## config.mk

```make
export PLATFORM = sky130hd
export DESIGN_NAME = packbits_run_length_decoder
export DESIGN_NICKNAME = d
export VERILOG_FILES = /design/src/rtl/core/pbrld_pkg.sv /design/src/rtl/core/pbrld_count_unit.sv /design/src/rtl/core/packbits_run_length_decoder.sv
export SDC_FILE = /design/constraint.sdc
export NUM_CORES = 1
export LEC_CHECK = 0
export ABC_AREA = 1
export BUFFER_PORTS_ARGS = -buffer_cell sky130_fd_sc_hd__buf_2
export CAP_MARGIN = 20
export CORE_MARGIN = 2
export CORE_UTILIZATION = 30
export CTS_BUF_LIST = sky130_fd_sc_hd__clkbuf_16
export DETAILED_ROUTE_END_ITERATION = 10
export PLACE_DENSITY_LB_ADDON = 0.3
export SYNTH_ARGS = -nofsm -noshare
export SYNTH_HDL_FRONTEND = slang
export SYNTH_SLANG_ARGS = --single-unit
```

## constraint.sdc

```tcl
create_clock -name clk -period 5.9 [get_ports clk]
set_input_delay 0.59 -clock clk [delete_from_list [all_inputs] [get_ports clk]]
set_output_delay 0.59 -clock clk [all_outputs]
set_load 0.02 [all_outputs]
```

## src/rtl/core/pbrld_pkg.sv

```systemverilog
package pbrld_pkg;

  typedef enum logic [1:0] {
    MODE_HEADER  = 2'd0,
    MODE_LITERAL = 2'd1,
    MODE_REPEAT  = 2'd2
  } mode_t;

  typedef enum logic {
    ST_IDLE   = 1'b0,
    ST_REPEAT = 1'b1
  } seq_state_t;

  localparam logic [1:0] ERR_NONE     = 2'd0;
  localparam logic [1:0] ERR_OVERFLOW = 2'd1;
  localparam logic [1:0] ERR_TRUNC    = 2'd2;

  // Header code that starts no run at all.
  localparam logic [7:0] HDR_NOP = 8'h80;

  localparam int unsigned OUT_DATA_W = 56;
  localparam int unsigned OUT_USER_W = 3;

endpackage

```

## src/rtl/core/pbrld_count_unit.sv

```systemverilog
module pbrld_count_unit #(
  parameter int unsigned COUNT_BITS = 32
) (
  input  logic [COUNT_BITS-1:0] base,
  input  logic [7:0]            addend,
  input  logic [31:0]           cap,
  output logic [COUNT_BITS-1:0] sum,
  output logic                  over
);

  localparam int unsigned SUM_W = ((COUNT_BITS > 32) ? COUNT_BITS : 32) + 1;

  logic [SUM_W-1:0] sum_full;

  // One adder serves both the capacity check of a header and the count
  // update of every emitted result; the compare runs on the unwrapped sum.
  assign sum_full = SUM_W'(base) + SUM_W'(addend);
  assign over     = sum_full > SUM_W'(cap);
  assign sum      = sum_full[COUNT_BITS-1:0];

endmodule

```

## src/rtl/core/packbits_run_length_decoder.sv

```systemverilog
// Header and literal bytes are taken one per cycle while the output slot is free;
// a result enters the output register in the cycle after its source byte is taken.
// The data byte of a repeat run holds off the input until the run is expanded,
// with up to two decoded bytes per cycle carried by the free output register.
// Synchronous active-low reset: decoder idle, count and error cleared,
// capacity set to all ones.
module packbits_run_length_decoder #(
  parameter int unsigned COUNT_BITS = 32
) (
  input  logic        clk,
  input  logic        rst_n,
  input  logic        cfg_wr_en,
  input  logic [31:0] cfg_wr_data,
  input  logic        in_tvalid,
  output logic        in_tready,
  input  logic [7:0]  in_tdata,   // [7:0] src_byte
  input  logic        in_tuser,   // [0] image_start
  input  logic        in_tlast,   // strip_last
  output logic        out_tvalid,
  input  logic        out_tready,
  // [7:0] out_byte_a, [15:8] out_byte_b, [17:16] count of valid bytes,
  // [49:18] bytes_written, [55:50] zero
  output logic [pbrld_pkg::OUT_DATA_W-1:0] out_tdata,
  // [0] strip_end, [2:1] error_code
  output logic [pbrld_pkg::OUT_USER_W-1:0] out_tuser,
  output logic        out_tlast   // run_last
);

  pbrld_pkg::seq_state_t state_r, state_nxt;
  pbrld_pkg::mode_t      mode_r, mode_nxt;
  logic [7:0]            rem_r, rem_nxt;
  logic [COUNT_BITS-1:0] total_r, total_nxt;
  logic [1:0]            err_r, err_nxt;
  logic [7:0]            pend_r, pend_nxt;
  logic                  pend_v_r, pend_v_nxt;
  logic [31:0]           cap_r, cap_nxt;
  logic [7:0]            rep_left_r, rep_left_nxt;
  logic [7:0]            rep_byte_r, rep_byte_nxt;
  logic                  rep_last_r, rep_last_nxt;

  logic                  out_valid_r, out_valid_nxt;
  logic [7:0]            out_a_r, out_a_nxt;
  logic [7:0]            out_b_r, out_b_nxt;
  logic [1:0]            out_cnt_r, out_cnt_nxt;
  logic                  out_last_r, out_last_nxt;
  logic                  out_send_r, out_send_nxt;
  logic [31:0]           out_wr_r, out_wr_nxt;
  logic [1:0]            out_err_r, out_err_nxt;

  logic                  slot_free;
  logic                  acc;
  logic [COUNT_BITS-1:0] base;
  logic [7:0]            addend;
  logic [COUNT_BITS-1:0] sum;
  logic                  over;
  logic [7:0]            need;
  logic [7:0]            rem_dec;
  logic [1:0]            rep_cnt;
  logic                  load;
  logic                  go_rep;
  pbrld_pkg::mode_t      mode_e;
  logic [7:0]            rem_e;
  logic                  pend_v_e;
  logic [1:0]            err_e;

  assign slot_free = !out_valid_r || out_tready;
  assign in_tready = (state_r == pbrld_pkg::ST_IDLE) && slot_free;
  assign acc       = in_tvalid && in_tready;

  // An image start clears the count before this byte is handled.
  assign base = ((state_r == pbrld_pkg::ST_IDLE) && in_tuser) ? '0 : total_r;

  pbrld_count_unit #(
    .COUNT_BITS(COUNT_BITS)
  ) u_count (
    .base  (base),
    .addend(addend),
    .cap   (cap_r),
    .sum   (sum),
    .over  (over)
  );

  always_comb begin
    priority if (in_tdata < pbrld_pkg::HDR_NOP) begin
      need = in_tdata + 8'd1;
    end else if (in_tdata == pbrld_pkg::HDR_NOP) begin
      need = 8'd0;
    end else begin
      need = 8'(9'd257 - {1'b0, in_tdata});
    end
  end

  assign mode_e   = in_tuser ? pbrld_pkg::MODE_HEADER : mode_r;
  assign rem_e    = in_tuser ? 8'd0 : rem_r;
  assign pend_v_e = in_tuser ? 1'b0 : pend_v_r;
  assign err_e    = in_tuser ? pbrld_pkg::ERR_NONE : err_r;
  assign rem_dec  = (rem_e != 8'd0) ? rem_e - 8'd1 : 8'd0;
  assign rep_cnt  = (rep_left_r >= 8'd2) ? 2'd2 : 2'd1;

  always_comb begin
    state_nxt     = state_r;
    mode_nxt      = mode_r;
    rem_nxt       = rem_r;
    total_nxt     = total_r;
    err_nxt       = err_r;
    pend_nxt      = pend_r;
    pend_v_nxt    = pend_v_r;
    cap_nxt       = cfg_wr_en ? cfg_wr_data : cap_r;
    rep_left_nxt  = rep_left_r;
    rep_byte_nxt  = rep_byte_r;
    rep_last_nxt  = rep_last_r;
    out_a_nxt     = out_a_r;
    out_b_nxt     = out_b_r;
    out_cnt_nxt   = out_cnt_r;
    out_last_nxt  = out_last_r;
    out_send_nxt  = out_send_r;
    out_wr_nxt    = out_wr_r;
    out_err_nxt   = out_err_r;
    addend        = 8'd0;
    load          = 1'b0;
    go_rep        = 1'b0;

    unique case (state_r)
      pbrld_pkg::ST_IDLE: begin
        if (acc) begin
          mode_nxt   = mode_e;
          rem_nxt    = rem_e;
          pend_v_nxt = pend_v_e;
          err_nxt    = err_e;
          total_nxt  = base;
          out_a_nxt  = 8'd0;
          out_b_nxt  = 8'd0;
          out_cnt_nxt = 2'd0;
          if (err_e == pbrld_pkg::ERR_NONE) begin
            unique case (mode_e)
              pbrld_pkg::MODE_LITERAL: begin
                rem_nxt = rem_dec;
                if (pend_v_e) begin
                  load        = 1'b1;
                  addend      = 8'd2;
                  out_a_nxt   = pend_r;
                  out_b_nxt   = in_tdata;
                  out_cnt_nxt = 2'd2;
                  pend_v_nxt  = 1'b0;
                  total_nxt   = sum;
                end else if (rem_dec == 8'd0) begin
                  load        = 1'b1;
                  addend      = 8'd1;
                  out_a_nxt   = in_tdata;
                  out_cnt_nxt = 2'd1;
                  total_nxt   = sum;
                end else begin
                  pend_nxt   = in_tdata;
                  pend_v_nxt = 1'b1;
                end
                if (rem_dec == 8'd0) begin
                  mode_nxt = pbrld_pkg::MODE_HEADER;
                end
              end
              pbrld_pkg::MODE_REPEAT: begin
                go_rep       = 1'b1;
                rep_left_nxt = rem_e;
                rep_byte_nxt = in_tdata;
                mode_nxt     = pbrld_pkg::MODE_HEADER;
                rem_nxt      = 8'd0;
              end
              default: begin
                // Header byte; an unused mode code is read as a header too.
                mode_nxt = pbrld_pkg::MODE_HEADER;
                if (need != 8'd0) begin
                  addend = need;
                  if (over) begin
                    err_nxt = pbrld_pkg::ERR_OVERFLOW;
                  end else begin
                    rem_nxt  = need;
                    mode_nxt = in_tdata[7] ? pbrld_pkg::MODE_REPEAT
                                           : pbrld_pkg::MODE_LITERAL;
                  end
                end
              end
            endcase
          end
          if (in_tlast) begin
            if ((err_nxt == pbrld_pkg::ERR_NONE) && (mode_nxt != pbrld_pkg::MODE_HEADER)) begin
              err_nxt = pbrld_pkg::ERR_TRUNC;
            end
            mode_nxt   = pbrld_pkg::MODE_HEADER;
            rem_nxt    = 8'd0;
            pend_v_nxt = 1'b0;
            // The end of a strip always reports, with an empty result if needed.
            if (!go_rep) begin
              load = 1'b1;
            end
          end
          rep_last_nxt = in_tlast;
          if (go_rep) begin
            state_nxt = pbrld_pkg::ST_REPEAT;
          end
          if (load) begin
            out_last_nxt = 1'b1;
            out_send_nxt = in_tlast;
            out_wr_nxt   = 32'(total_nxt);
            out_err_nxt  = err_nxt;
          end
        end
      end
      pbrld_pkg::ST_REPEAT: begin
        if (slot_free) begin
          load         = 1'b1;
          addend       = {6'd0, rep_cnt};
          total_nxt    = sum;
          rep_left_nxt = rep_left_r - {6'd0, rep_cnt};
          out_a_nxt    = rep_byte_r;
          out_b_nxt    = (rep_cnt == 2'd2) ? rep_byte_r : 8'd0;
          out_cnt_nxt  = rep_cnt;
          out_last_nxt = (rep_left_nxt == 8'd0);
          out_send_nxt = (rep_left_nxt == 8'd0) && rep_last_r;
          out_wr_nxt   = 32'(sum);
          out_err_nxt  = err_r;
          if (rep_left_nxt == 8'd0) begin
            state_nxt = pbrld_pkg::ST_IDLE;
          end
        end
      end
      default: begin
        state_nxt = pbrld_pkg::ST_IDLE;
      end
    endcase

    if (load) begin
      out_valid_nxt = 1'b1;
    end else if (out_tready) begin
      out_valid_nxt = 1'b0;
    end else begin
      out_valid_nxt = out_valid_r;
    end
  end

  always_ff @(posedge clk) begin
    if (!rst_n) begin
      state_r     <= pbrld_pkg::ST_IDLE;
      mode_r      <= pbrld_pkg::MODE_HEADER;
      rem_r       <= 8'd0;
      total_r     <= '0;
      err_r       <= pbrld_pkg::ERR_NONE;
      pend_v_r    <= 1'b0;
      cap_r       <= 32'hFFFF_FFFF;
      out_valid_r <= 1'b0;
    end else begin
      state_r     <= state_nxt;
      mode_r      <= mode_nxt;
      rem_r       <= rem_nxt;
      total_r     <= total_nxt;
      err_r       <= err_nxt;
      pend_v_r    <= pend_v_nxt;
      cap_r       <= cap_nxt;
      out_valid_r <= out_valid_nxt;
    end
  end

  always_ff @(posedge clk) begin
    pend_r     <= pend_nxt;
    rep_left_r <= rep_left_nxt;
    rep_byte_r <= rep_byte_nxt;
    rep_last_r <= rep_last_nxt;
    out_a_r    <= out_a_nxt;
    out_b_r    <= out_b_nxt;
    out_cnt_r  <= out_cnt_nxt;
    out_last_r <= out_last_nxt;
    out_send_r <= out_send_nxt;
    out_wr_r   <= out_wr_nxt;
    out_err_r  <= out_err_nxt;
  end

  assign out_tvalid = out_valid_r;
  assign out_tdata  = {6'd0, out_wr_r, out_cnt_r, out_b_r, out_a_r};
  assign out_tuser  = {out_err_r, out_send_r};
  assign out_tlast  = out_last_r;

endmodule
```

# == Word level (Yosys, flattened, before mapping) ==
# Cells that the tools add are included.
# op_classes
add_sub_neg,5
n_mul,0
div_mod_pow,0
n_lt_le_gt_ge,3
n_eq_ne,9
shifts,0
muxes,114
bitwise_logic,3
reduce_logical,22
# ops
op,count
two-way mux 32 bit,9
two-way mux 8 bit,27
case mux 32 bit (2 select lines),2
case mux 8 bit (2 select lines),6
two-way mux 2 bit,29
two-way mux 1 bit,34
adder 32 x 8 -> 33 bit,1
> comparator 33 x 32 -> 1 bit,1
zero test 8 bit,2
nonzero test 8 bit,2
case mux 2 bit (2 select lines),3
"adder 8 x 1 -> 8 bit, second input constant",1
"equality test 8 bit, second input constant",1
">= comparator 8 x 2 -> 1 bit, second input constant",1
"less-than comparator 8 bit, second input constant",1
"!= test 2 x 1 -> 1 bit, second input constant",4
case mux 1 bit (2 select lines),4
AND reduction 4 bit,2
"subtractor 1 x 8 -> 8 bit, first input constant",1
"subtractor 8 x 1 -> 8 bit, second input constant",1
subtractor 8 x 2 -> 8 bit,1
AND reduction 6 bit,1
logical AND 1 bit,5
"equality test 2 bit, second input constant",2
10 further kinds,15
# totals
regBits,158
latch_bits,0
ramBits,0
mem_bits_ro,0
out_inout_bits,62
wordCells,175
n_memories,0

# == Depth between registers and ports, before layout ==
# Gate-level depths: netlist of run 1.
# depth
word_depth,25
mapped_depth,44

# == By module ==
# From an unflattened synthesis of run 1, not the netlist that was laid out.
# unflattened
hier_cells,1293
area_unflattened_um2,9769.4
# modules_own_cells
mod,n_inst,cells_each,area_per_inst_um2,seq_area_each_um2
packbits_run_length_decoder,1,960,7743.7,3953.8
pbrld_count_unit,1,333,2025.7,0.0

# == Worst setup path after synthesis of run 1 ==
# No wires, ideal clock.
# synth_timing
kind,input -> register
startpoint,input port in_tuser
endpoint,"register out_err_r[1], data pin"
setup_time_ns,0.253
arrival_ns,4.914
required_ns,5.647
slack_ns,0.733
stages,37
cell_sequence,nor2_1 > inv_1 > ha_1 > nand3_4 > nor2_4 > nand3_2 > clkinv_2 > a21oi_1 > nor2_1 > nand3_2 > nor2_1 > nand2_1 > a21oi_1 > ha_1 > fa_1 > nand2_1 > nand2_1 > nand2_1 > nor2_1 > o21ai_0 > nor2_1 > xor2_1 > inv_1 > ha_1 > nand4_1 > nor3_1 > nand2_1 > nand3_1 > nand2_1 > nand2_1 > nand2_1 > nand2_1 > nand2_2 > nor3_1 > nor2_1 > nand3_1 > nand2_1
# synth_between
elab_chain_len,25
# synth_rtl
element,line_no,source
start: declaration,packbits_run_length_decoder.sv:17,"input logic in_tuser,"
two-way mux 8 bit,packbits_run_length_decoder.sv:94,assign rem_e = in_tuser ? 8'd0 : rem_r;
subtractor 8 x 1 -> 8 bit / nonzero test 8 bit (equally long branches),packbits_run_length_decoder.sv:97,assign rem_dec = (rem_e != 8'd0) ? rem_e - 8'd1 : 8'd0;
two-way mux 8 bit,packbits_run_length_decoder.sv:97,
zero test 8 bit,"packbits_run_length_decoder.sv:146, packbits_run_length_decoder.sv:156",
two-way mux 1 bit,packbits_run_length_decoder.sv:146,end else if (rem_dec == 8'd0) begin
two-way mux 2 bit,packbits_run_length_decoder.sv:138,if (pend_v_e) begin
case mux 8 bit (2 select lines),packbits_run_length_decoder.sv:135,unique case (mode_e)
two-way mux 8 bit,packbits_run_length_decoder.sv:134,if (err_e == pbrld_pkg::ERR_NONE) begin
(+10 left out),n/a,
nonzero test 2 bit / zero test 2 bit (equally long branches),packbits_run_length_decoder.sv:184,if ((err_nxt == pbrld_pkg::ERR_NONE) && (mode_nxt != pbrld_pkg::MODE_HEADER)) begin
logical AND 1 bit,packbits_run_length_decoder.sv:184,
two-way mux 2 bit,packbits_run_length_decoder.sv:184,
two-way mux 2 bit (*),packbits_run_length_decoder.sv:183,if (in_tlast) begin
two-way mux 2 bit (*),packbits_run_length_decoder.sv:199,if (load) begin
two-way mux 2 bit (*),packbits_run_length_decoder.sv:125,if (acc) begin
case mux 2 bit (2 select lines) (*),packbits_run_length_decoder.sv:123,unique case (state_r)
via out_err_nxt[1],packbits_run_length_decoder.sv:48,"logic [1:0] out_err_r, out_err_nxt;"
end signal: assignment,packbits_run_length_decoder.sv:272,out_err_r <= out_err_nxt;
end: declaration,packbits_run_length_decoder.sv:48,
# Mark *: on every way through the listed nets, which the timed path passes. The rest lies on a longest branch. The select of a mux whose other input is x is not followed.
# A chain may end at the register's enable or synchronous reset.

# == Worst setup path after layout of run 1 ==
# layout_timing
startpoint,input port in_tuser
endpoint,"register out_err_r[0], data pin"
# The elaborated chain is that of the path after synthesis.

==> summary.md, run 1 <==
| Metric | Value |
|---|---|
| Worst VDD drop | `0.181 mV` |
| Synth top area cells | `edfxtp_1 (25%), dfxtp_1 (17%), nand2_1 (9.8%)` |
| Yosys reg bits | `158` |
| Largest family of logic cells by synthesized area | `simple AND/OR/NAND/NOR gates` |
| Worst Skew | `0.0144 ns` |
| Num rows | `65` |
| Leak Pwr | `5.27 nW` |
| Max Fclk | `0.185 GHz` |
| CP Capture Type | `flip-flop` |
| Status | `completed` |
| Synth Area in XOR/XNOR | `0.0360` |
| Root buffer cell | `clkbuf_16` |
| IO Pins | `109` |
| Worst reg2reg path startpoint | `rem_r[0]$_SDFFE_PN0P_` |
| Layout area overhead | `17.5%` |
| Drt via density | `4.73` |
| Later-pin clock latency in the skew report | `0.44 ns` |
| Seq/Total Area, Yosys | `0.417` |
| EDFF count, synth | `79` |
| Cells on worst reg2reg path | `39` |
| Vias in the first global route | `7992` |
| Post-synth ARST share | `0` |
| Gr ovfl total | `0` |
| Die Height | `182 um` |
| Initial Util | `0.303` |
| Filler Cell Count | `3287` |
| Path category of the worst min-delay check | `input pin to flip-flop` |
| 1st-iter DRT viols | `637` |
| Routed WL per cell | `15.8 um` |
| Initial antenna violation count | `0` |
| CP startpoint | `in_tuser` |
| Synth Area in Compound Gates | `0.148` |
| Final setup violation count | `0` |
| Final WL | `27.9 mm` |
| CTS Buffer Depth | `2` |
| GRT Overall Usage | `0.171` |
| Commonest non-fill, non-tap cell in the layout | `nand2_1` |
| R2r endpoint | `out_err_r[0]$_DFFE_PP_` |
| Clock transition at path regs | `0.07 ns` |
| Tmin final | `5.40 ns` |
| Placed inst area | `10500 um^2` |
| HPWL after DPL | `20.7 mm` |
| Slowest CP cell | `ha_1` |
| H-Tree Depth | `4` |
| Max Cap Viol | `0` |
| Worst-Margin Slew | `1.02 ns` |
| Remaining antenna violation count | `0` |
| CP required | `6.07 ns` |
| Vias | `8379` |
| Worst Path Arrival | `5.57 ns` |
| CP Capture Point | `out_err_r[0]$_DFFE_PP_` |
| Power Total | `2.80 mW` |
| Simple-Gate Fraction of Synth Area | `0.224` |
| Slowest cell delay on critical path | `0.30 ns` |
| Synth Instances | `1243` |
| Slew margin rel. | `0.315` |
| PortBufs | `102` |
| Max FO, Critical Path | `8` |
| Non-Filler Instances | `1772` |
| N_diodes | `0` |
| Layout cells sized above 1 | `0.164` |
| Fin crit share | `0.915` |
| Crit Path Class | `input pin to flip-flop` |
| TritonCTS Buffers | `17` |
| Cell mode on critical path | `nand2_1` |
| Synth Flop Type | `edfxtp_1` |
| Placeable core area | `31300 um^2` |
| Hold_buf cts | `0` |
| Adder-cell area share of the yosys netlist | `0.0676` |
| Largest area contributor in the netlist | `edfxtp_1` |
| Post-synth top area share | `0.250` |
| Final nets | `1454` |
| Routability cong. | `0.888` |
| R2R Setup Slk | `0.52 ns` |
| Most frequent cells in the layout | `nand2_1 (247), inv_1 (189), nor2_1 (113), a21oi_1 (111), buf_2 (102)` |
| Mapped cell area | `9480 um^2` |
| Chip Width | `182 um` |
| TritonCTS clock tree | `yes` |
| Netlist cell types | `49` |
| Drt drc | `0` |
| Yosys warning count | `0` |
| PwrDens | `251 nW/um^2` |
| Pre-antenna DRT Iters | `7` |
| Final hold vios | `0` |
| First-pass GRT wire length | `43.6 mm` |
| Worst setup SP type | `input pin` |
| Inst Count DP | `1740` |
| RSZ-0062 raised after global routing | `false` |
| CTS sink cnt | `158` |
| Die area | `33000 um^2` |
| Fraction of synthesized area in multiplexers | `0` |
| Max Slew Vio Count | `0` |
| Pin count of the biggest net entering global routing | `66` |
| Post-route cell area | `11100 um^2` |
| Post-synthesis area per instance | `7.62 um^2` |
[registers in the layout, summed over array words and instances (netlist names)]
name / flops
out_err_r: 2
rem_r: 8
pend_v_r: 1
pend_r: 8
total_r: 32
cap_r: 32
err_r: 2
out_b_r: 8
mode_r: 2
rep_left_r: 8
rep_byte_r: 8
out_tvalid: 1
out_send_r: 1
out_tlast: 1
state_r: 1
out_a_r: 8
out_wr_r: 32
out_cnt_r: 2
rep_last_r: 1
[cells by family after synthesis]
| kind of cell | after synthesis |
|---|---|
| fa+ha+maj | 50 |
| buf+inv | 247 |
| other cells | 1 |
| simple gates | 492 |
| compound gates | 256 |
| xor+xnor | 39 |
| flops | 158 |
[synth_stat cells, types with 30 or more instances]
master,count
nand3_1,72
o21ai_1,30
inv_1,189
nor2_1,117
dfxtp_1,79
a21oi_1,112
ha_1,48
nand2_1,247
edfxtp_1,79
xor2_1,31
clkbuf_1,30
o21ai_0,71
[final cells by class]
cell class              count  area, um^2  share of cell area
flip-flops and latches    158        3950               0.355
multi-input cells         843        4590               0.412
inverters                 197         741              0.0665
well taps                 402         503              0.0452
clock buffers              17         425              0.0382
repair buffers            140         796              0.0715
clock inverters            15         129              0.0116
[report_power, final]
group	internal [mW]	total [mW]	switching (mW)
sequential	1.22	1.24	0.0231
combinational	0.155	0.489	0.334
clock	0.553	1.07	0.515
total	1.93	2.80	0.872
[stage by stage]
step / utilization / TNS [ns] / hold WS, ns / worst slack, ns
final: 0.356 / 0 / 0.362 / 0.500
after global routing: 0.356 / 0 / 0.356 / 0.00837
after detailed placement: 0.337 / -0.580 / 0.463 / -0.0964
after floorplan: - / 0 / 0.442 / 0.733
after global placement: 0.336 / -0.00967 / 0.461 / -0.00967
after CTS: 0.354 / 0 / 0.346 / 0.364
[per-layer routing]
metal,track usage,up-vias,share of wire
met5,0,-,0
met4,0.0602,0,0.020
met3,0.0289,30,0.042
met2,0.272,200,0.45
met1,0.234,3865,0.49
li1,-,4284,-
[worst min-delay path by stage]
stage                           startpoint                endpoint  slack [ns]  depth (start not counted)
global route                cfg_wr_data[0]   cap_r[0]$_SDFFE_PN1P_        0.36                          3
CTS                         cfg_wr_data[0]   cap_r[0]$_SDFFE_PN1P_        0.35                          3
global placement     cap_r[6]$_SDFFE_PN1P_   cap_r[6]$_SDFFE_PN1P_        0.46                          2
floorplan           cap_r[10]$_SDFFE_PN1P_  cap_r[10]$_SDFFE_PN1P_        0.44                          2
detailed placement   rem_r[0]$_SDFFE_PN0P_   rem_r[0]$_SDFFE_PN0P_        0.46                          2
finish                      cfg_wr_data[0]   cap_r[0]$_SDFFE_PN1P_        0.36                          3
[worst max-delay path: cells and delay by family]
kind	cells	cell delay (ns)
AOI/OAI and AO/OA	6	0.78
xor gates and xnor gates	1	0.18
and+or+nand+nor	22	2.29
buffers and inverters	6	0.75
adders and majority gates	4	0.97
[repair_timing]
item	in CTS	in global routing
resized for setup	0	12
endpoints found under the setup margin	0	12
setup buffers	0	0
No activity file was read; power rests on OpenSTA's default activity.
==> inputs of run 2 (changes only) <==
--- a/config.mk
+++ b/config.mk
@@ -5,14 +5,13 @@
 export SDC_FILE = /design/constraint.sdc
 export NUM_CORES = 1
 export LEC_CHECK = 0
-export ABC_AREA = 1
 export BUFFER_PORTS_ARGS = -buffer_cell sky130_fd_sc_hd__buf_2
 export CAP_MARGIN = 20
 export CORE_MARGIN = 2
 export CORE_UTILIZATION = 30
 export CTS_BUF_LIST = sky130_fd_sc_hd__clkbuf_16
 export DETAILED_ROUTE_END_ITERATION = 10
-export PLACE_DENSITY_LB_ADDON = 0.3
+export PLACE_DENSITY = 0.49
 export SYNTH_ARGS = -nofsm -noshare
 export SYNTH_HDL_FRONTEND = slang
 export SYNTH_SLANG_ARGS = --single-unit
==> summary.md, run 2 <==
| Metric | Value |
|---|---|
| Status | `completed` |
| Root buffer cell | `clkbuf_16` |
| Max Cap Viol | `0 (unchanged)` |
| Placed inst area | `11300 um^2 (+7.4%)` |
| Initial Util | `0.305 (+0.00279)` |
| DR top layer | `met4` |
| Inst Count DP | `1642 (-5.6%)` |
| H-Tree Depth | `4 (unchanged)` |
| Netlist cell types | `81 (+65%)` |
| First-pass GRT wire length | `47.0 mm (+7.7%)` |
| Worst Path Arrival | `5.98 ns (+0.41 ns)` |
| TritonCTS Buffers | `17 (unchanged)` |
| Die Height | `184 um (+1.1%)` |
| Total Neg Setup Slack | `0 ns (unchanged)` |
| Clock transition at path regs | `0.07 ns (about the same)` |
| Largest area contributor in the netlist | `edfxtp_1` |
| PwrDens | `224 nW/um^2 (-11%)` |
| Synth Flop Type | `edfxtp_1` |
| Worst Skew | `0.0115 ns (-0.00296 ns)` |
| PortBufs | `102 (unchanged)` |
| Final setup violation count | `0 (unchanged)` |
| Non-Filler Instances | `1674 (-5.5%)` |
| Max Fclk | `0.178 GHz (-4.0%)` |
| Post-synthesis area per instance | `8.84 um^2 (+16%)` |
| Post-synth top cells | `nand2_1 (139), dfxtp_1 (79), edfxtp_1 (79), nor2_1 (76), inv_1 (64)` |
| EDFF count, synth | `79 (unchanged)` |
| Seq/Total Area, Yosys | `0.408 (-0.00911)` |
| Final WL | `29.5 mm (+5.7%)` |
| Remaining antenna violation count | `0 (unchanged)` |
| Slew margin rel. | `0.195 (-0.120)` |
| Mapped cell area | `9690 um^2 (+2.2%)` |
| HPWL after DPL | `21.9 mm (+5.6%)` |
| Post-synth top area share | `0.245 (-0.00546)` |
| Final setup margin | `0.273 ns (-0.226 ns)` |
| Layout area overhead | `23.1%` |
| DP Worst Slack | `-0.335 ns (-0.239 ns)` |
| Final nets | `1356 (-6.7%)` |
| CTS Buffer Depth | `2 (unchanged)` |
| Initial antenna violation count | `0 (unchanged)` |
| Worst setup SP type | `flip-flop` |
| Power Total | `2.68 mW (-4.4%)` |
| Synth Instances | `1096 (-12%)` |
| Routed WL per cell | `17.6 um (+12%)` |
| Leak Pwr | `5.04 nW (-4.3%)` |
| Worst VDD drop | `0.183 mV (+1.4%)` |
| Count leader, synth | `nand2_1` |
| CTS sink cnt | `158 (unchanged)` |
| Chip Width | `184 um (+1.1%)` |
| Biggest regs | `cap_r x32, out_wr_r x32, total_r x32` |
| CP required | `6.25 ns (+0.18 ns)` |
| Later-pin clock latency in the skew report | `0.43 ns (about the same)` |
| Yosys reg bits | `158 (unchanged)` |
| Drt via density | `5.12 (+8.3%)` |
| Post-synth ARST share | `0 (unchanged)` |
| Post-route cell area | `11900 um^2 (+7.1%)` |
| Final hold vios | `0 (unchanged)` |
| Filler Cell Count | `3249 (-1.2%)` |
| Die area | `33700 um^2 (+2.2%)` |
| Fin crit share | `0.954 (+0.0383)` |
| Vias in the first global route | `8525 (+6.7%)` |
| CP Capture Type | `flip-flop` |
| Synth top area cells | `edfxtp_1 (24%), dfxtp_1 (16%), ha_1 (6.2%)` |
| Number of buffers added for setup after CTS | `0 (unchanged)` |
| Crit Path Class | `flip-flop to flip-flop` |
| Pre-antenna DRT Iters | `5 (-2)` |
| Routability cong. | `0.867 (-2.4%)` |
| Hold_buf cts | `0 (unchanged)` |
| Yosys warning count | `0 (unchanged)` |
| Routed wl met3 | `1.25 mm (+5.6%)` |
| Tmin final | `5.63 ns (+0.226 ns)` |
| Max Slew Vio Count | `0 (unchanged)` |
| Path category of the worst min-delay check | `input pin to flip-flop` |
| Num rows | `65 (unchanged)` |
| TritonCTS clock tree | `yes` |
| Worst-Margin Slew | `1.20 ns (+0.177 ns)` |
| Commonest non-fill, non-tap cell in the layout | `nand2_1` |
| Layout cells sized above 1 | `0.231 (+0.0676)` |
| IO Pins | `109 (unchanged)` |
| Gr ovfl total | `0 (unchanged)` |
| Most frequent cells in the layout | `nand2_1 (138), buf_4 (116), buf_2 (102), edfxtp_1 (79), dfxtp_1 (78)` |
| Placeable core area | `31700 um^2 (+1.3%)` |
| 1st-iter DRT viols | `642 (+0.78%)` |
| Drt drc | `0 (unchanged)` |
| GRT Overall Usage | `0.178 (+0.00689)` |
| Max FO, Critical Path | `4 (-4)` |
| N_diodes | `0 (unchanged)` |
| Vias | `8576 (+2.4%)` |
| Met1 Wirelength | `14.3 mm (+4.5%)` |
| Metal2 WL | `13.7 mm (+8.7%)` |
| Pin count of the biggest net entering global routing | `70 (+6.1%)` |
[run 2: cell type report]
cell class              count  area (um^2)  area share
multi-input cells         797         5280       0.442
inverters                  66          248      0.0208
well taps                 402          503      0.0422
repair buffers            219         1390       0.117
clock buffers              17          425      0.0357
clock inverters            15          126      0.0106
flip-flops and latches    158         3960       0.332
[run 2: worst paths after layout]
check / start / to / slack [ns] / cells after the start
setup / recovery: rem_r[0]$_SDFFE_PN0P_ / rem_r[4]$_SDFFE_PN0P_ / 0.27 / 27
setup reg to reg: rem_r[0]$_SDFFE_PN0P_ / rem_r[4]$_SDFFE_PN0P_ / 0.27 / 27
hold / removal: cfg_wr_data[11] / cap_r[11]$_SDFFE_PN1P_ / 0.37 / 3
hold reg to reg: mode_r[0]$_SDFFE_PN0P_ / mode_r[0]$_SDFFE_PN0P_ / 0.47 / 2
[run 2: per-stage QoR]
stage | utilization | hold slack, ns
after floorplan | - | 0.433
after global placement | 0.357 | 0.455
after detailed placement | 0.357 | 0.455
after CTS | 0.375 | 0.358
after global routing | 0.376 | 0.368
final | 0.376 | 0.371
[run 2: worst max-delay path: stages, from the launching register on]
cell and delay (ns):
dfxtp_2 0.33, buf_4 0.13, or4_1 0.56, nand2_2 0.12, or3_4 0.13, a21o_1 0.13, nor3_1 0.05, a21oi_1 0.14
o22ai_2 0.10, ha_2 0.21, buf_4 0.13, fa_1 0.39, a211oi_2 0.24, o21ai_1 0.09, buf_4 0.16, nor4b_1 0.14
buf_4 0.14, nand2_1 0.07, xor2_1 0.14, nor2_1 0.06, ha_1 0.33, nand3_1 0.09, or2_4 0.23, or4_4 0.51
a2bb2oi_2 0.16, a21o_1 0.21, or4b_4 0.48, o211ai_1 0.09
[run 2: cells by family (layout without fill, tap and decap cells)]
kind of cell / count (synthesis) / after routing / share of synthesized area
AOI/OAI and AO/OA: 260 / 260 / 0.187
muxes: 8 / 8 / 0.00865
and+or+nand+nor: 412 / 412 / 0.210
other: 1 / 6 / 0.000387
adders and majority gates: 50 / 50 / 0.0661
DFF: 158 / 158 / 0.408
buffers and inverters: 146 / 317 / 0.0643
xor gates and xnor gates: 61 / 61 / 0.0551
[run 2: what timing repair did]
item	CTS	global route
hold endpoints to repair	0	0
cloned	0	0
pin swaps	0	6
setup endpoints to repair	3	14
gates resized for setup	2	11
[run 2: per-layer routing]
layer / global-route usage / up-vias
met5: 0 / -
li1: - / 4301
met2: 0.286 / 208
met4: 0.0467 / 0
met1: 0.250 / 4042
met3: 0.0260 / 25
[run 2: power by group]
group	switching (mW)	internal (mW)	leakage (nW)
Combinational	0.248	0.147	3.36
Sequential	0.0174	1.20	1.42
Clock	0.516	0.553	0.268
==> inputs of run 3 (changes only) <==
--- a/config.mk
+++ b/config.mk
@@ -8,10 +8,10 @@
 export BUFFER_PORTS_ARGS = -buffer_cell sky130_fd_sc_hd__buf_2
 export CAP_MARGIN = 20
 export CORE_MARGIN = 2
-export CORE_UTILIZATION = 30
+export CORE_UTILIZATION = 60
 export CTS_BUF_LIST = sky130_fd_sc_hd__clkbuf_16
 export DETAILED_ROUTE_END_ITERATION = 10
-export PLACE_DENSITY = 0.49
+export PLACE_DENSITY = 0.84
 export SYNTH_ARGS = -nofsm -noshare
 export SYNTH_HDL_FRONTEND = slang
 export SYNTH_SLANG_ARGS = --single-unit
==> summary.md, run 3 (synthesis gave the netlist of run 2 again) <==
| Metric | Value |
|---|---|
| Status | `completed` |
| GRT Overall Usage | `0.308 (+0.130)` |
| TritonCTS clock tree | `yes` |
| Hold_buf cts | `0 (unchanged)` |
| Final hold slack | `0.361 ns (-0.00948 ns)` |
| Root buffer cell | `clkbuf_16` |
| Worst VDD drop | `0.194 mV (+6.0%)` |
| CTS Buffer Depth | `2 (unchanged)` |
| Internal Power | `1.93 mW (+1.8%)` |
| Biggest regs | `cap_r x32, out_wr_r x32, total_r x32` |
| Post-cts gate resize count | `0 (-2)` |
| Max Fclk | `0.176 GHz (-1.2%)` |
| Seq pwr share | `0.450 (-0.003)` |
| IO Pins | `109 (unchanged)` |
| Final setup violation count | `0 (unchanged)` |
| Slowest CP cell | `or4_4` |
| CTS sink cnt | `158 (unchanged)` |
| Die area | `17200 um^2 (-49%)` |
| Gr ovfl total | `0 (unchanged)` |
| Leak Pwr | `4.87 nW (-3.4%)` |
| Post-route cell area | `11500 um^2 (-3.9%)` |
| Total Neg Setup Slack | `0 ns (unchanged)` |
| Placed inst area | `10800 um^2 (-4.6%)` |
| Number of buffers added for setup after CTS | `0 (unchanged)` |
| Max FO, Critical Path | `4 (unchanged)` |
| Chip Width | `131 um (-29%)` |
| Layout cells sized above 1 | `0.210 (-0.0212)` |
| 1st-iter DRT viols | `1105 (+72%)` |
| Initial antenna violation count | `0 (unchanged)` |
| Routed WL per cell | `17.7 um (about the same)` |
| Inst Count DP | `1417 (-14%)` |
| Cell mode on critical path | `a21o_1` |
| Final setup margin | `0.207 ns (-0.0658 ns)` |
| Pre-antenna DRT Iters | `5 (unchanged)` |
| DP Worst Slack | `-0.172 ns (+0.163 ns)` |
| Vias | `8968 (+4.6%)` |
| PwrDens | `235 nW/um^2 (+4.7%)` |
| Clock transition at path regs | `0.07 ns (about the same)` |
| Worst Path Arrival | `6.06 ns (+0.08 ns)` |
| H-Tree Depth | `4 (unchanged)` |
| HPWL after DPL | `18.0 mm (-18%)` |
| Logic pwr share | `0.135 (-0.013)` |
| Routability cong. | `0.965 (+11%)` |
| Layout area overhead | `18.3%` |
| Later-pin clock latency in the skew report | `0.44 ns (about the same)` |
| Final WL | `25.6 mm (-13%)` |
| TritonCTS Buffers | `17 (unchanged)` |
| Max Cap Viol | `0 (unchanged)` |
| Most frequent cells in the layout | `nand2_1 (139), buf_2 (102), edfxtp_1 (79), dfxtp_1 (78), buf_4 (78)` |
| Pin count of the biggest net entering global routing | `70 (unchanged)` |
| Final hold vios | `0 (unchanged)` |
| Final nets | `1318 (-2.8%)` |
| Max Slew Vio Count | `0 (unchanged)` |
| Slew margin rel. | `0.285 (+0.0903)` |
| Path category of the worst min-delay check | `input pin to flip-flop` |
| N_diodes | `0 (unchanged)` |
| RSZ-0062 raised after global routing | `true` |
| PortBufs | `102 (unchanged)` |
| Remaining antenna violation count | `0 (unchanged)` |
| Worst setup SP type | `flip-flop` |
| Fin crit share | `0.965 (+0.0112)` |
| Die Height | `131 um (-29%)` |
| Worst-Margin Slew | `1.07 ns (-0.130 ns)` |
| Crit Path Class | `flip-flop to flip-flop` |
| First-pass GRT wire length | `41.3 mm (-12%)` |
| Vias in the first global route | `8256 (-3.2%)` |
| Worst Skew | `0.00928 ns (-0.00218 ns)` |
| Initial Util | `0.612 (+0.307)` |
| P_sw | `0.766 mW (-2.1%)` |
| Non-Filler Instances | `1450 (-13%)` |
| Slowest cell delay on critical path | `0.51 ns (-0.05 ns)` |
| Drt via density | `6.18 (+21%)` |
| Commonest non-fill, non-tap cell in the layout | `nand2_1` |
| CP Capture Type | `flip-flop` |
| CP required | `6.27 ns (+0.02 ns)` |
| Sw frac | `0.284 (-0.00785)` |
| Num rows | `46 (-29%)` |
| Placeable core area | `15800 um^2 (-50%)` |
| Tmin final | `5.69 ns (+0.0658 ns)` |
| Clock power frac | `0.414 (+0.015)` |
| Drt drc | `0 (unchanged)` |
==> run 3: changes by cell type in the layout (fill, tap and decap cells not counted), sizes merged <==
cell      change
buf          -39
bufinv        +1
clkbuf        +1
clkinvlp      -1
==> run 3: worst max-delay path: cells and delay by family (launching register included) <==
family	cells	cell delay, ns
AO/OA/AOI/OAI	11	1.88
AND/OR/NAND/NOR	10	2.58
adder cells (fa/ha/maj)	3	0.69
buffers and inverters	1	0.08
flip-flops	1	0.36
==> run 3: path summary, 6_finish.rpt <==
path                                 from                       to  slack (ns)  cells past startpoint
setup / recovery    rem_r[0]$_SDFFE_PN0P_    rem_r[4]$_SDFFE_PN0P_        0.21                     25
setup reg to reg    rem_r[0]$_SDFFE_PN0P_    rem_r[4]$_SDFFE_PN0P_        0.21                     25
hold reg to reg   total_r[7]$_SDFFE_PN0P_  total_r[7]$_SDFFE_PN0P_        0.49                      2
hold / removal            cfg_wr_data[26]   cap_r[26]$_SDFFE_PN1P_        0.36                      3
==> run 3: per-layer routing <==
layer	vias up	routed length, um	global-route usage
met5	-	0	0
met4	0	734	0.118
met3	68	2120	0.0588
met2	448	12200	0.493
met1	4220	10500	0.417
li1	4232	-	-
==> run 3: layout make-up <==
cell class / count / area (um^2)
Fill cell: 1154 / 4360
Inverter: 66 / 248
Timing Repair Buffer: 181 / 1100
Multi-Input combinational cell: 797 / 5290
Clock buffer: 17 / 425
Tap cell: 216 / 270
Clock inverter: 15 / 173
Sequential cell: 158 / 3960
==> run 3: power by group through the flow <==
stage	logic [mW]	clock network (mW)	registers [mW]
final	0.365	1.12	1.21
after global routing	0.399	1.16	1.22
after CTS	0.357	1.12	1.21
after detailed placement	0.353	0	1.24
after global placement	0.347	0	1.24
after floorplan	0.215	0	1.26
==> run 3: through the flow <==
step,total power [mW],utilization
final,2.69,0.724
after global routing,2.78,0.724
after CTS,2.69,0.720
after detailed placement,1.59,0.682
after global placement,1.58,0.682
after floorplan,1.47,-
